$ cat config.mk
export PLATFORM = sky130hd
export DESIGN_NAME = sntf_ram
export DESIGN_NICKNAME = d
export VERILOG_FILES = /design/src/design/sntf_ram.sv
export SDC_FILE = /design/constraint.sdc
export NUM_CORES = 2
export LEC_CHECK = 0
export ABC_AREA = 1
export BUFFER_PORTS_ARGS = -buffer_cell sky130_fd_sc_hd__buf_2
export CAP_MARGIN = 30
export CORE_MARGIN = 2
export CORE_UTILIZATION = 30
export DETAILED_ROUTE_END_ITERATION = 12
export SYNTH_ARGS = -nofsm -noshare
export SYNTH_HDL_FRONTEND = slang
export SYNTH_SLANG_ARGS = --single-unit
$ cat constraint.sdc
create_clock -name clock -period 1.88 [get_ports clock]
set_clock_uncertainty 0.1 [all_clocks]
set_input_delay 0 -clock clock [delete_from_list [all_inputs] [get_ports clock]]
set_output_delay 0 -clock clock [all_outputs]
set_load 0.02 [all_outputs]
$ cat src/design/sntf_ram.sv
module sntf_ram #(
   parameter int WIDTH = 8,
   parameter int DEPTH = 256
) (
   input  logic                     clock,
   input  logic                     wr_en,
   input  logic [$clog2(DEPTH)-1:0] wr_addr,
   input  logic [WIDTH-1:0]         wr_data,
   input  logic [$clog2(DEPTH)-1:0] rd_addr,
   output logic [WIDTH-1:0]         rd_data
);

   logic [WIDTH-1:0] mem [DEPTH];

   always_ff @(posedge clock) begin
      if (wr_en) begin
         mem[wr_addr] <= wr_data;
      end
      rd_data <= mem[rd_addr];
   end

endmodule

==> Implementation_results.wiki <==
{| class="wikitable"
! Metric !! Value
|-
| Result of the run || complete, but fails checks
|-
| Violated checks || hold timing, setup timing
|-
| Slew Viols, Final || 0
|-
| Hold slack final || -4.50 ps
|-
| Maximum clock insertion buffer count || 3
|-
| TritonCTS Sinks || 2056
|-
| DR WL/cell || 21.8 um
|-
| Post-synthesis cell area || 83400 um^2
|-
| Most frequent cell on the critical path || sky130_fd_sc_hd__nand3_1
|-
| Distinct cells, synth || 14
|-
| Final Total Pwr || 97600 uW
|-
| # H-tree levels || 4
|-
| Share of cells above drive strength 1 || 0.141
|-
| Static leakage || 0.0353 uW
|-
| Maximum number of pins on one net before global-route repair || 68
|-
| Biggest cell delay along the critical path || 560 ps
|-
| Area delta synth->final || 20.0%
|-
| Number of maximum-capacitance constraint violations || 0
|-
| Arrival time at the worst endpoint || 2590 ps
|-
| CTS root buffer || sky130_fd_sc_hd__clkbuf_16
|-
| Achievable clock frequency || 0.530 GHz
|-
| Post-Syn Area per Cell || 11.9 um^2
|-
| Multi-input gate area in the final layout || 19300 um^2
|-
| Vias in the first global route || 55231
|-
| Total clock buffers created by CTS || 194
|-
| Final weighted congestion in routability-driven placement || 0.917
|-
| Kind of critical path || input port to register
|-
| 1st-iter DRT viols || 6566
|-
| Core box area || 276000 um^2
|-
| Final period demand of the worst path || 1890 ps
|-
| Seq cells post-synth || 2056
|-
| Die Area || 282000 um^2
|-
| Power density over the cells || 975 nW/um^2
|-
| First-pass GRT wire length || 365000 um
|-
| Critical Path, Cell by Cell || dlygate4sd3_1 -> buf_8 -> inv_8 -> buf_4 -> buf_12 -> nand3_1 -> nand3_1 -> nand3_1 -> nand3_1 -> nand3_1 -> nand2_1 -> nand2_1 -> nand2_1
|-
| Hold Path Class || input port to register
|-
| Worst-path maximum fanout || 25
|-
| Top Family by Delay on Critical Path || buffers and inverters
|-
| Remaining design rule violation count || 0
|-
| Initial antenna violation count || 16
|-
| Kind of launch point of the worst setup path || input port
|-
| # Post-CTS Setup Buffers || 0
|-
| Via density || 4.99
|-
| Starting density of the core || 0.302
|-
| Drt pass-1 iters || 6
|-
| Flip-flop and latch area || 61700 um^2
|-
| Clock tree from TritonCTS || done
|-
| Slowest library cell on the worst path || sky130_fd_sc_hd__dlygate4sd3_1
|-
| Clock latency at the later pin of the worst-skew pair || 860 ps
|-
| Post-Synthesis Cells || 7003
|-
| Max-slew headroom at the worst pin || 0.557
|-
| Required time reported for the critical path endpoint || 2580 ps
|-
| Total Wirelength || 248000 um
|-
| Final global-route overflow total || 0
|-
| Share of the cycle needed by the critical path after routing || 1.00
|-
| Unrepaired setup endpoints after global routing || true
|-
| Final setup viols || 1
|-
| Worst slack after detailed placement || -426 ps
|-
| Synthesized netlist net count || 7029
|-
| Share of the yosys chip area belonging to registers || 0.739
|-
| Critical path buffers and inverters || 5
|-
| # IOs || 34
|-
| Via count || 56738
|-
| Total number of nets in the final design || 7507
|-
| Count of buffers from port buffering || 33
|-
| Peak supply drop || 1030 uV
|-
| Width of the die || 531 um
|-
| Post-route setup slack || -6.07 ps
|-
| DPL Wire Length || 159000 um
|-
| Hold violation count in the final report || 2
|-
| Die Span Y || 531 um
|-
| Clock-pin slew on the worst setup and hold paths || 70 ps
|-
| Site Rows || 193
|-
| Fillers || 26481
|-
| Post-detailed-route count of antenna-violating nets || 0
|-
| Warning count from the yosys run || 0
|-
| Combined global-route utilization of all metal layers || 0.173
|-
| Setup crit end kind || register
|-
| Worst Tran Pin Value || 665 ps
|}
-- flip-flops by register name, indices dropped and copies added (netlist names) --
name     count
mem       2048
rd_data      8
-- repair_timing --
item	4_1_cts	5_1_grt
endpoints found under the hold margin	3316	2
hold buffers	37	1
resized for setup	11	49
setup endpoints to repair	11	262
pin swaps	0	2
-- kinds of logic (layout without fill, tap and decap cells) --
group,count (synthesis),count (layout),synth area share
flip-flops,2056,2056,0.739
buffers and inverters,522,1167,0.0312
other,0,12,0
AND/OR/NAND/NOR,4425,4425,0.229
-- cells in the final DEF (no fill, tap or decap), types with 21 or more instances in the layout --
cell type | netlist | layout
sky130_fd_sc_hd__buf_12 | 0 | 147
sky130_fd_sc_hd__buf_2 | 268 | 21
sky130_fd_sc_hd__buf_4 | 46 | 544
sky130_fd_sc_hd__bufinv_16 | 0 | 25
sky130_fd_sc_hd__clkbuf_1 | 112 | 30
sky130_fd_sc_hd__clkbuf_16 | 0 | 195
sky130_fd_sc_hd__clkinv_1 | 0 | 37
sky130_fd_sc_hd__clkinv_2 | 0 | 39
sky130_fd_sc_hd__dlygate4sd3_1 | 0 | 36
sky130_fd_sc_hd__edfxtp_1 | 2048 | 2048
sky130_fd_sc_hd__inv_1 | 36 | 34
sky130_fd_sc_hd__nand2_1 | 2123 | 2121
sky130_fd_sc_hd__nand3_1 | 2019 | 1991
sky130_fd_sc_hd__nand3_2 | 0 | 27
sky130_fd_sc_hd__nor2_1 | 283 | 270
-- where the power goes --
| group | internal, uW | total, uW | leakage, uW | switching, uW |
|---|---|---|---|---|
| clock network | 22700 | 40100 | 0.00315 | 17400 |
| logic | 2110 | 6880 | 0.0137 | 4770 |
| registers | 50500 | 50600 | 0.0185 | 124 |
| total | 75300 | 97600 | 0.0353 | 22300 |
-- through the flow --
| step | setup TNS (ps) | cells | util | area, um^2 |
|---|---|---|---|---|
| final | -6.07 | 11365 | 0.362 | 100000 |
| after global routing | -14.9 | 11362 | 0.362 | 100000 |
| after CTS | 0 | 11354 | 0.361 | 99900 |
| after detailed placement | -2870 | 10954 | 0.336 | 93000 |
| after global placement | -2930 | 10954 | 0.336 | 93000 |
| after floorplan | 0 | 7003 | - | 83400 |
-- cells in the mapped netlist --
library cell | number | share of area
sky130_fd_sc_hd__buf_1 | 40 | 0.0018
sky130_fd_sc_hd__buf_2 | 268 | 0.016
sky130_fd_sc_hd__buf_4 | 46 | 0.0041
sky130_fd_sc_hd__buf_6 | 16 | 0.0022
sky130_fd_sc_hd__buf_8 | 1 | 0.00018
sky130_fd_sc_hd__clkbuf_1 | 112 | 0.0050
sky130_fd_sc_hd__dfxtp_1 | 8 | 0.0019
sky130_fd_sc_hd__edfxtp_1 | 2048 | 0.74
sky130_fd_sc_hd__inv_1 | 36 | 0.0016
sky130_fd_sc_hd__inv_2 | 2 | 0.000090
sky130_fd_sc_hd__inv_4 | 1 | 0.000075
sky130_fd_sc_hd__nand2_1 | 2123 | 0.096
sky130_fd_sc_hd__nand3_1 | 2019 | 0.12
sky130_fd_sc_hd__nor2_1 | 283 | 0.013
-- metal layers --
layer / vias up / global-route usage / wire [um] / part of all wire
li1: 25855 / - / - / -
met1: 27995 / 0.229 / 101000 / 0.41
met2: 2408 / 0.279 / 115000 / 0.47
met3: 474 / 0.0286 / 19600 / 0.079
met4: 6 / 0.0782 / 11800 / 0.047
met5: - / 0 / 34 / 0.00014
-- worst register-to-register path, cell delays in order (launching register included) --
cell and delay, ps:
sky130_fd_sc_hd__edfxtp_1 370, sky130_fd_sc_hd__nand2_1 70, sky130_fd_sc_hd__nand3_1 90, sky130_fd_sc_hd__nand3_1 110, sky130_fd_sc_hd__nand3_1 110, sky130_fd_sc_hd__nand3_1 200
sky130_fd_sc_hd__nand3_1 210, sky130_fd_sc_hd__nand3_1 120, sky130_fd_sc_hd__buf_4 180, sky130_fd_sc_hd__nand2_1 80, sky130_fd_sc_hd__nand2_1 60, sky130_fd_sc_hd__nand2_1 60
-- layout make-up --
cell class                 instances  share of cell area
sequential                      2056               0.616
tap                             3705              0.0463
antenna                           12            0.000300
timing repair buffer             765              0.0772
multi-input combinational       4425               0.193
clock buffer                     227              0.0502
clock inverter                   136              0.0149
inverter                          39             0.00180
-- final timing paths --
| path | startpoint | slack, ps | depth (start not counted) | to |
|---|---|---|---|---|
| min reg2reg | mem[14][4] | 890 | 10 | rd_data[4] |
| max reg2reg | mem[181][0] | 20 | 11 | rd_data[0] |
| max | rd_addr[2] | -6 | 13 | rd_data[2] |
| min | wr_addr[0] | -5 | 7 | mem[100][0] |
Power figures use the tool's default switching activity.
