File: config.mk
export PLATFORM = sky130hd
export DESIGN_NAME = sntf_front
export DESIGN_NICKNAME = d
export VERILOG_FILES = /design/src/design/sntf_pkg.sv /design/src/design/sntf_front.sv
export SDC_FILE = /design/constraint.sdc
export NUM_CORES = 1
export LEC_CHECK = 0
export BUFFER_PORTS_ARGS = -buffer_cell sky130_fd_sc_hd__buf_2
export CORE_AREA = 2 2 63 65
export CTS_CLUSTER_SIZE = 28
export DETAILED_ROUTE_END_ITERATION = 8
export DIE_AREA = 0 0 65 67
export GPL_ROUTABILITY_DRIVEN = 0
export GPL_TIMING_DRIVEN = 0
export PLACE_DENSITY = 0.79
export RECOVER_POWER = 50
export SYNTH_ARGS = -nofsm -noshare
export SYNTH_HDL_FRONTEND = slang
export SYNTH_SLANG_ARGS = --single-unit
File: constraint.sdc
create_clock -name clock -period 1.8 [get_ports clock]
set_input_delay 0.36 -clock clock [delete_from_list [all_inputs] [get_ports clock]]
set_output_delay 0.36 -clock clock [all_outputs]
set_load 0.01 [all_outputs]
File: src/design/sntf_pkg.sv
package sntf_pkg;

   localparam int TABLE_DEPTH = 256;
   localparam int NAME_CHARS  = 64;
   localparam int IDX_W       = 8;
   localparam int CHR_W       = 6;
   localparam int LEN_W       = 7;
   localparam int CNT_W       = 9;

   localparam logic [7:0] CHR_NUL   = 8'h00;
   localparam logic [7:0] CHR_TAB   = 8'h09;
   localparam logic [7:0] CHR_SPACE = 8'h20;
   localparam logic [7:0] CHR_LOW_A = 8'h61;
   localparam logic [7:0] CHR_LOW_Z = 8'h7a;
   localparam logic [7:0] CASE_DIST = 8'h20;

   typedef struct packed {
      logic       kind;
      logic       fold_case;
      logic [7:0] name_char;
      logic       char_last;
   } req_type;

   typedef struct packed {
      logic             found;
      logic             inserted;
      logic             table_full;
      logic             name_cut;
      logic [7:0]       sorted_position;
      logic [CNT_W-1:0] symbol_number;
      logic [CNT_W-1:0] entry_total;
   } rsp_type;

   typedef struct packed {
      logic             kind;
      logic             cut;
      logic [LEN_W-1:0] len;
      logic             bank;
   } job_type;

   typedef struct packed {
      logic                en;
      logic [CHR_W:0]      addr;
      logic [7:0]          data;
   } key_wr_type;

endpackage

File: src/design/sntf_front.sv
module sntf_front import sntf_pkg::*; (
   input  logic       clock,
   input  logic       reset,
   input  logic       req_push,
   output logic       req_full,
   input  req_type    req_word,
   output key_wr_type key_wr,
   output logic       job_valid,
   output job_type    job,
   input  logic       job_pop
);

   // Two key banks; the bank being gathered is the queue write slot.
   logic [LEN_W-1:0] len_ff, len_in;
   logic             stopped_ff, stopped_in;
   logic             cut_ff, cut_in;
   job_type          q_ff [2];
   logic             wptr_ff, rptr_ff;
   logic [1:0]       cnt_ff, cnt_in;
   logic             accept, term, push_job;
   logic [7:0]       ch;

   assign req_full  = (cnt_ff == 2'd2);
   assign accept    = req_push && !req_full;
   assign job_valid = (cnt_ff != 2'd0);
   assign job       = q_ff[rptr_ff];
   assign push_job  = accept && req_word.char_last;

   always_comb begin
      ch   = req_word.name_char;
      term = (ch == CHR_NUL) ||
             (req_word.fold_case && ((ch == CHR_SPACE) || (ch == CHR_TAB)));
      if (req_word.fold_case && ch >= CHR_LOW_A && ch <= CHR_LOW_Z) begin
         ch = ch - CASE_DIST;
      end
      len_in      = len_ff;
      stopped_in  = stopped_ff;
      cut_in      = cut_ff;
      key_wr.en   = 1'b0;
      key_wr.addr = {wptr_ff, len_ff[CHR_W-1:0]};
      key_wr.data = ch;
      if (accept && !stopped_ff) begin
         if (term) begin
            stopped_in = 1'b1;
         end else if (len_ff < LEN_W'(NAME_CHARS)) begin
            key_wr.en = 1'b1;
            len_in    = len_ff + 1'b1;
         end else begin
            cut_in = 1'b1;
         end
      end
      cnt_in = cnt_ff + {1'b0, push_job} - {1'b0, job_pop};
   end

   always_ff @(posedge clock) begin
      if (reset) begin
         len_ff     <= '0;
         stopped_ff <= 1'b0;
         cut_ff     <= 1'b0;
         wptr_ff    <= 1'b0;
         rptr_ff    <= 1'b0;
         cnt_ff     <= '0;
      end else begin
         cnt_ff <= cnt_in;
         if (job_pop) begin
            rptr_ff <= !rptr_ff;
         end
         if (push_job) begin
            q_ff[wptr_ff] <= '{kind: req_word.kind, cut: cut_in, len: len_in,
                               bank: wptr_ff};
            wptr_ff    <= !wptr_ff;
            len_ff     <= '0;
            stopped_ff <= 1'b0;
            cut_ff     <= 1'b0;
         end else begin
            len_ff     <= len_in;
            stopped_ff <= stopped_in;
            cut_ff     <= cut_in;
         end
      end
   end

endmodule

==> results.toml <==
[worst_setup_path]
max_stage_delay_ns = 0.32
reg2reg_depth = 7
crit_path_max_fanout = 7
cpLargestDelayFamily = "simple AND/OR/NAND/NOR gates"
cp-end-kind = "register"
r2r_setup_slack_ns = 0.07
rr_endpoint = "q_ff[1][3]"
cp-startpoint = "cnt_ff[0]"
r2r_start = "cnt_ff[0]"
worstPathRequired_ns = 1.82
start_kind = "register"
path_cells = "nand2b_4 -> inv_4 -> nor4b_4 -> nand3_2 -> buf_4 -> o21ai_0 -> nand2_1"
worstSetupPathType = "register to register"
crit_slowest_cell = "dfxtp_2"
path_buf_inv = 2
crit_arrival_ns = 1.75

[place]
port_buffers = 41
dp_slack_ns = -0.423
place_hpwl_mm = 1.96

[sta]
finalHoldViolCount = 0
relSlewSlack = 0.463
clock_skew_ns = 0.00330
tightestPinTransition_ns = 0.802
period_needed_ns = 1.73
setup_viol = 0
fin_crit_sh = 0.964
fin_tns_setup_ns = 0
maxSlewViolCount = 0
max_freq_mhz = 576
setup_slack_ns = 0.0653
rsz0062_at_grt = "yes"

[worst_hold_path]
hold_class = "input pin to register"
hold_start = "req_word[10]"
hold_path_end = "q_ff[1][9]"
hold_path_depth = 1

[global_route]
antenna_found_initial = 0
grt_usage = 0.150
grt_pass1_wl_mm = 4.73
grt_pass1_vias = 1100
globalRoute.totalOverflow = 0
grt_max_degree = 11

[clocking]
cts_inserted_buffers = 5
cts_root_buf = "clkbuf_8"
h-tree-depth = 2
cts_sinks = 34
clkTransAtPathRegs_ns = 0.07
cts_buffer_depth = 2
cts_tree = "done"
insertion_delay_ns = 0.28

[drt]
routed_wl_mm = 2.97
antenna_left = 0
drt_iter0_drc = 55
drtPass1Iterations = 4
dr_total_vias = 1182
viasPerCell = 4.84
drc = 0
wl_per_cell_um = 12.2

[yosys]
synth_seq_area_share = 0.546
synth_top_family_by_area = "simple AND/OR/NAND/NOR gates"
netlist_instances = 141
ys_ff_latch = 34
avgSynthCellArea_um2 = 11.4
synthAdderAreaFrac = 0.0388
synth-compound-area-share = 0.0643
synth_xor_area_frac = 0.0271
synthTopCellsByArea = "edfxtp_1 37%, dfxtp_1 17%, mux2_2 7.7%"
yosysUniqueCellTypes = 31
synth_edf_count = 20
synth_mux_area_frac = 0.0767
synthArstFlopShare = 0
synth_simple_gate_area_share = 0.161
syn_nets = 161
synth_flop_cell = "edfxtp_1"
synth_area_mm2 = 0.00161
ys_warn_count = 0
yosysTopAreaCellShare = 0.372
synth_top_area_cell = "edfxtp_1"

[cells_and_area]
diodes = 0
nets = 215
multi_input_area_um2 = 654
regArea_um2 = 885
area_delta_synth_final_pct = 28.9
fill_cells = 313
drive_gt1_frac = 0.510

[floorplanning]
core_area_mm2 = 0.00361
die-area_mm2 = 0.00436
fp.dieW_um = 65
start_util = 0.448
num_rows = 22
die_h_um = 67
io-pin-count = 43

[power]
switching_share = 0.263
p_leak_nw = 0.933
power.clock.fraction = 0.290
power.total_mw = 1.83
peakVddDrop_mv = 0.364
powerDensity_mw_per_mm2 = 878
p_sw_mw = 0.481
p_int_mw = 1.35
combinationalPowerShare = 0.212
p_seq_frac = 0.498

[run]
max_cap_violations = 0

[run_status]
status = "finished clean"
==> power groups by stage <==
stage	logic, mW	clock network [mW]	registers (mW)
6_report	0.387	0.530	0.909
5_1_grt	0.426	0.577	0.915
4_1_cts	0.381	0.538	0.910
3_5_place_dp	0.326	0	0.915
3_3_place_gp	0.322	0	0.914
2_1_floorplan	0.226	0	0.908
==> state kept, by name, summed over array words and instances, names as in the netlist, named ones only <==
signal,flops
cnt_ff,2
cut_ff,1
len_ff,7
q_ff,20
rptr_ff,1
stopped_ff,1
wptr_ff,1
==> metal layers <==
metal	global-route usage	vias to the layer above	share of wire
met2	0.264	45	0.48
li1	-	592	-
met5	0	-	0
met1	0.159	537	0.42
met4	0.0957	0	0.034
met3	0.0372	8	0.061
==> cells in the mapped netlist (all sizes together) (2+ instances only) <==
library cell and n:
a21o 2, a21oi 5, a31oi 5, and2 4, buf 13, clkbuf 2, dfxtp 14, edfxtp 20
ha 5, inv 8, mux2 11, nand2 9, nand2b 2, nand3 4, nand4 2, nor2 11
nor2b 2, nor3 3, nor3b 2, o21ai 4, or3 4, xnor2 3, xor2 2
==> layout by cell type, fill, tap and decap left out, drive strengths merged <==
| cell type | Yosys | routed |
|---|---|---|
| nor4b | 1 | 1 |
| clkinv | 0 | 2 |
| nand2 | 9 | 9 |
| nand3 | 4 | 4 |
| or3 | 4 | 4 |
| clkbuf | 2 | 8 |
| and4bb | 1 | 1 |
| o211ai | 1 | 1 |
| edfxtp | 20 | 20 |
| and2 | 4 | 4 |
| a21oi | 5 | 5 |
| nor3 | 3 | 3 |
| xor2 | 2 | 2 |
| a21o | 2 | 2 |
| ha | 5 | 5 |
| nand4 | 2 | 2 |
| or2 | 1 | 1 |
| o21ai | 4 | 4 |
| nor2b | 2 | 2 |
| buf | 13 | 60 |
| nor3b | 2 | 2 |
| inv | 8 | 8 |
| xnor2 | 3 | 3 |
| a31oi | 5 | 5 |
| mux2 | 11 | 11 |
| nor2 | 11 | 11 |
| nand2b | 2 | 2 |
| dfxtp | 14 | 14 |
==> logic make-up (layout without fill, tap and decap cells) <==
kind of cell | count (synthesis) | after routing
mux | 11 | 11
simple gates | 46 | 46
compound gates | 17 | 17
xor+xnor | 5 | 5
flops | 34 | 34
buf+inv | 23 | 78
fa+ha+maj | 5 | 5
==> metrics by stage <==
step / utilization / hold WS, ns / std cells / cell area (um2)
after floorplan: - / 0.439 / 141 / 1620
after global placement: 0.523 / 0.454 / 230 / 1880
after detailed placement: 0.523 / 0.483 / 230 / 1880
after CTS: 0.567 / 0.268 / 244 / 2050
after global routing: 0.577 / 0.295 / 244 / 2080
final: 0.577 / 0.295 / 244 / 2080
==> worst max path at each step <==
stage                     depth (start not counted)  slack, ns          to
after floorplan                                   3      0.005  q_ff[0][0]
after global placement                            3      -0.35  q_ff[0][6]
after detailed placement                          3      -0.42  q_ff[0][4]
after CTS                                         7     -0.006  key_wr[15]
after global routing                              7      -0.04  q_ff[0][3]
final                                             7       0.07  q_ff[1][3]
==> what timing repair did <==
action / in CTS / in global routing
hold buffers: 0 / 0
gates resized for setup: 10 / 13
pin swaps: 2 / 5
buffers inserted: 7 / 2
setup endpoints to repair: 22 / 37
==> area by class of cell <==
class                      count  area share
sequential                    34       0.425
multi-input combinational     84       0.314
timing repair buffer          49       0.132
buffer                        13      0.0451
clock buffer                   6      0.0349
tap                           48      0.0289
inverter                       8      0.0156
clock inverter                 2     0.00421
==> worst reg2reg max path: stages (launching register included) <==
cell,delay [ns]
dfxtp_2,0.32
nand2b_4,0.14
inv_4,0.05
nor4b_4,0.22
nand3_2,0.17
buf_4,0.21
o21ai_0,0.23
nand2_1,0.12
No activity file was read; power rests on OpenSTA's default activity.
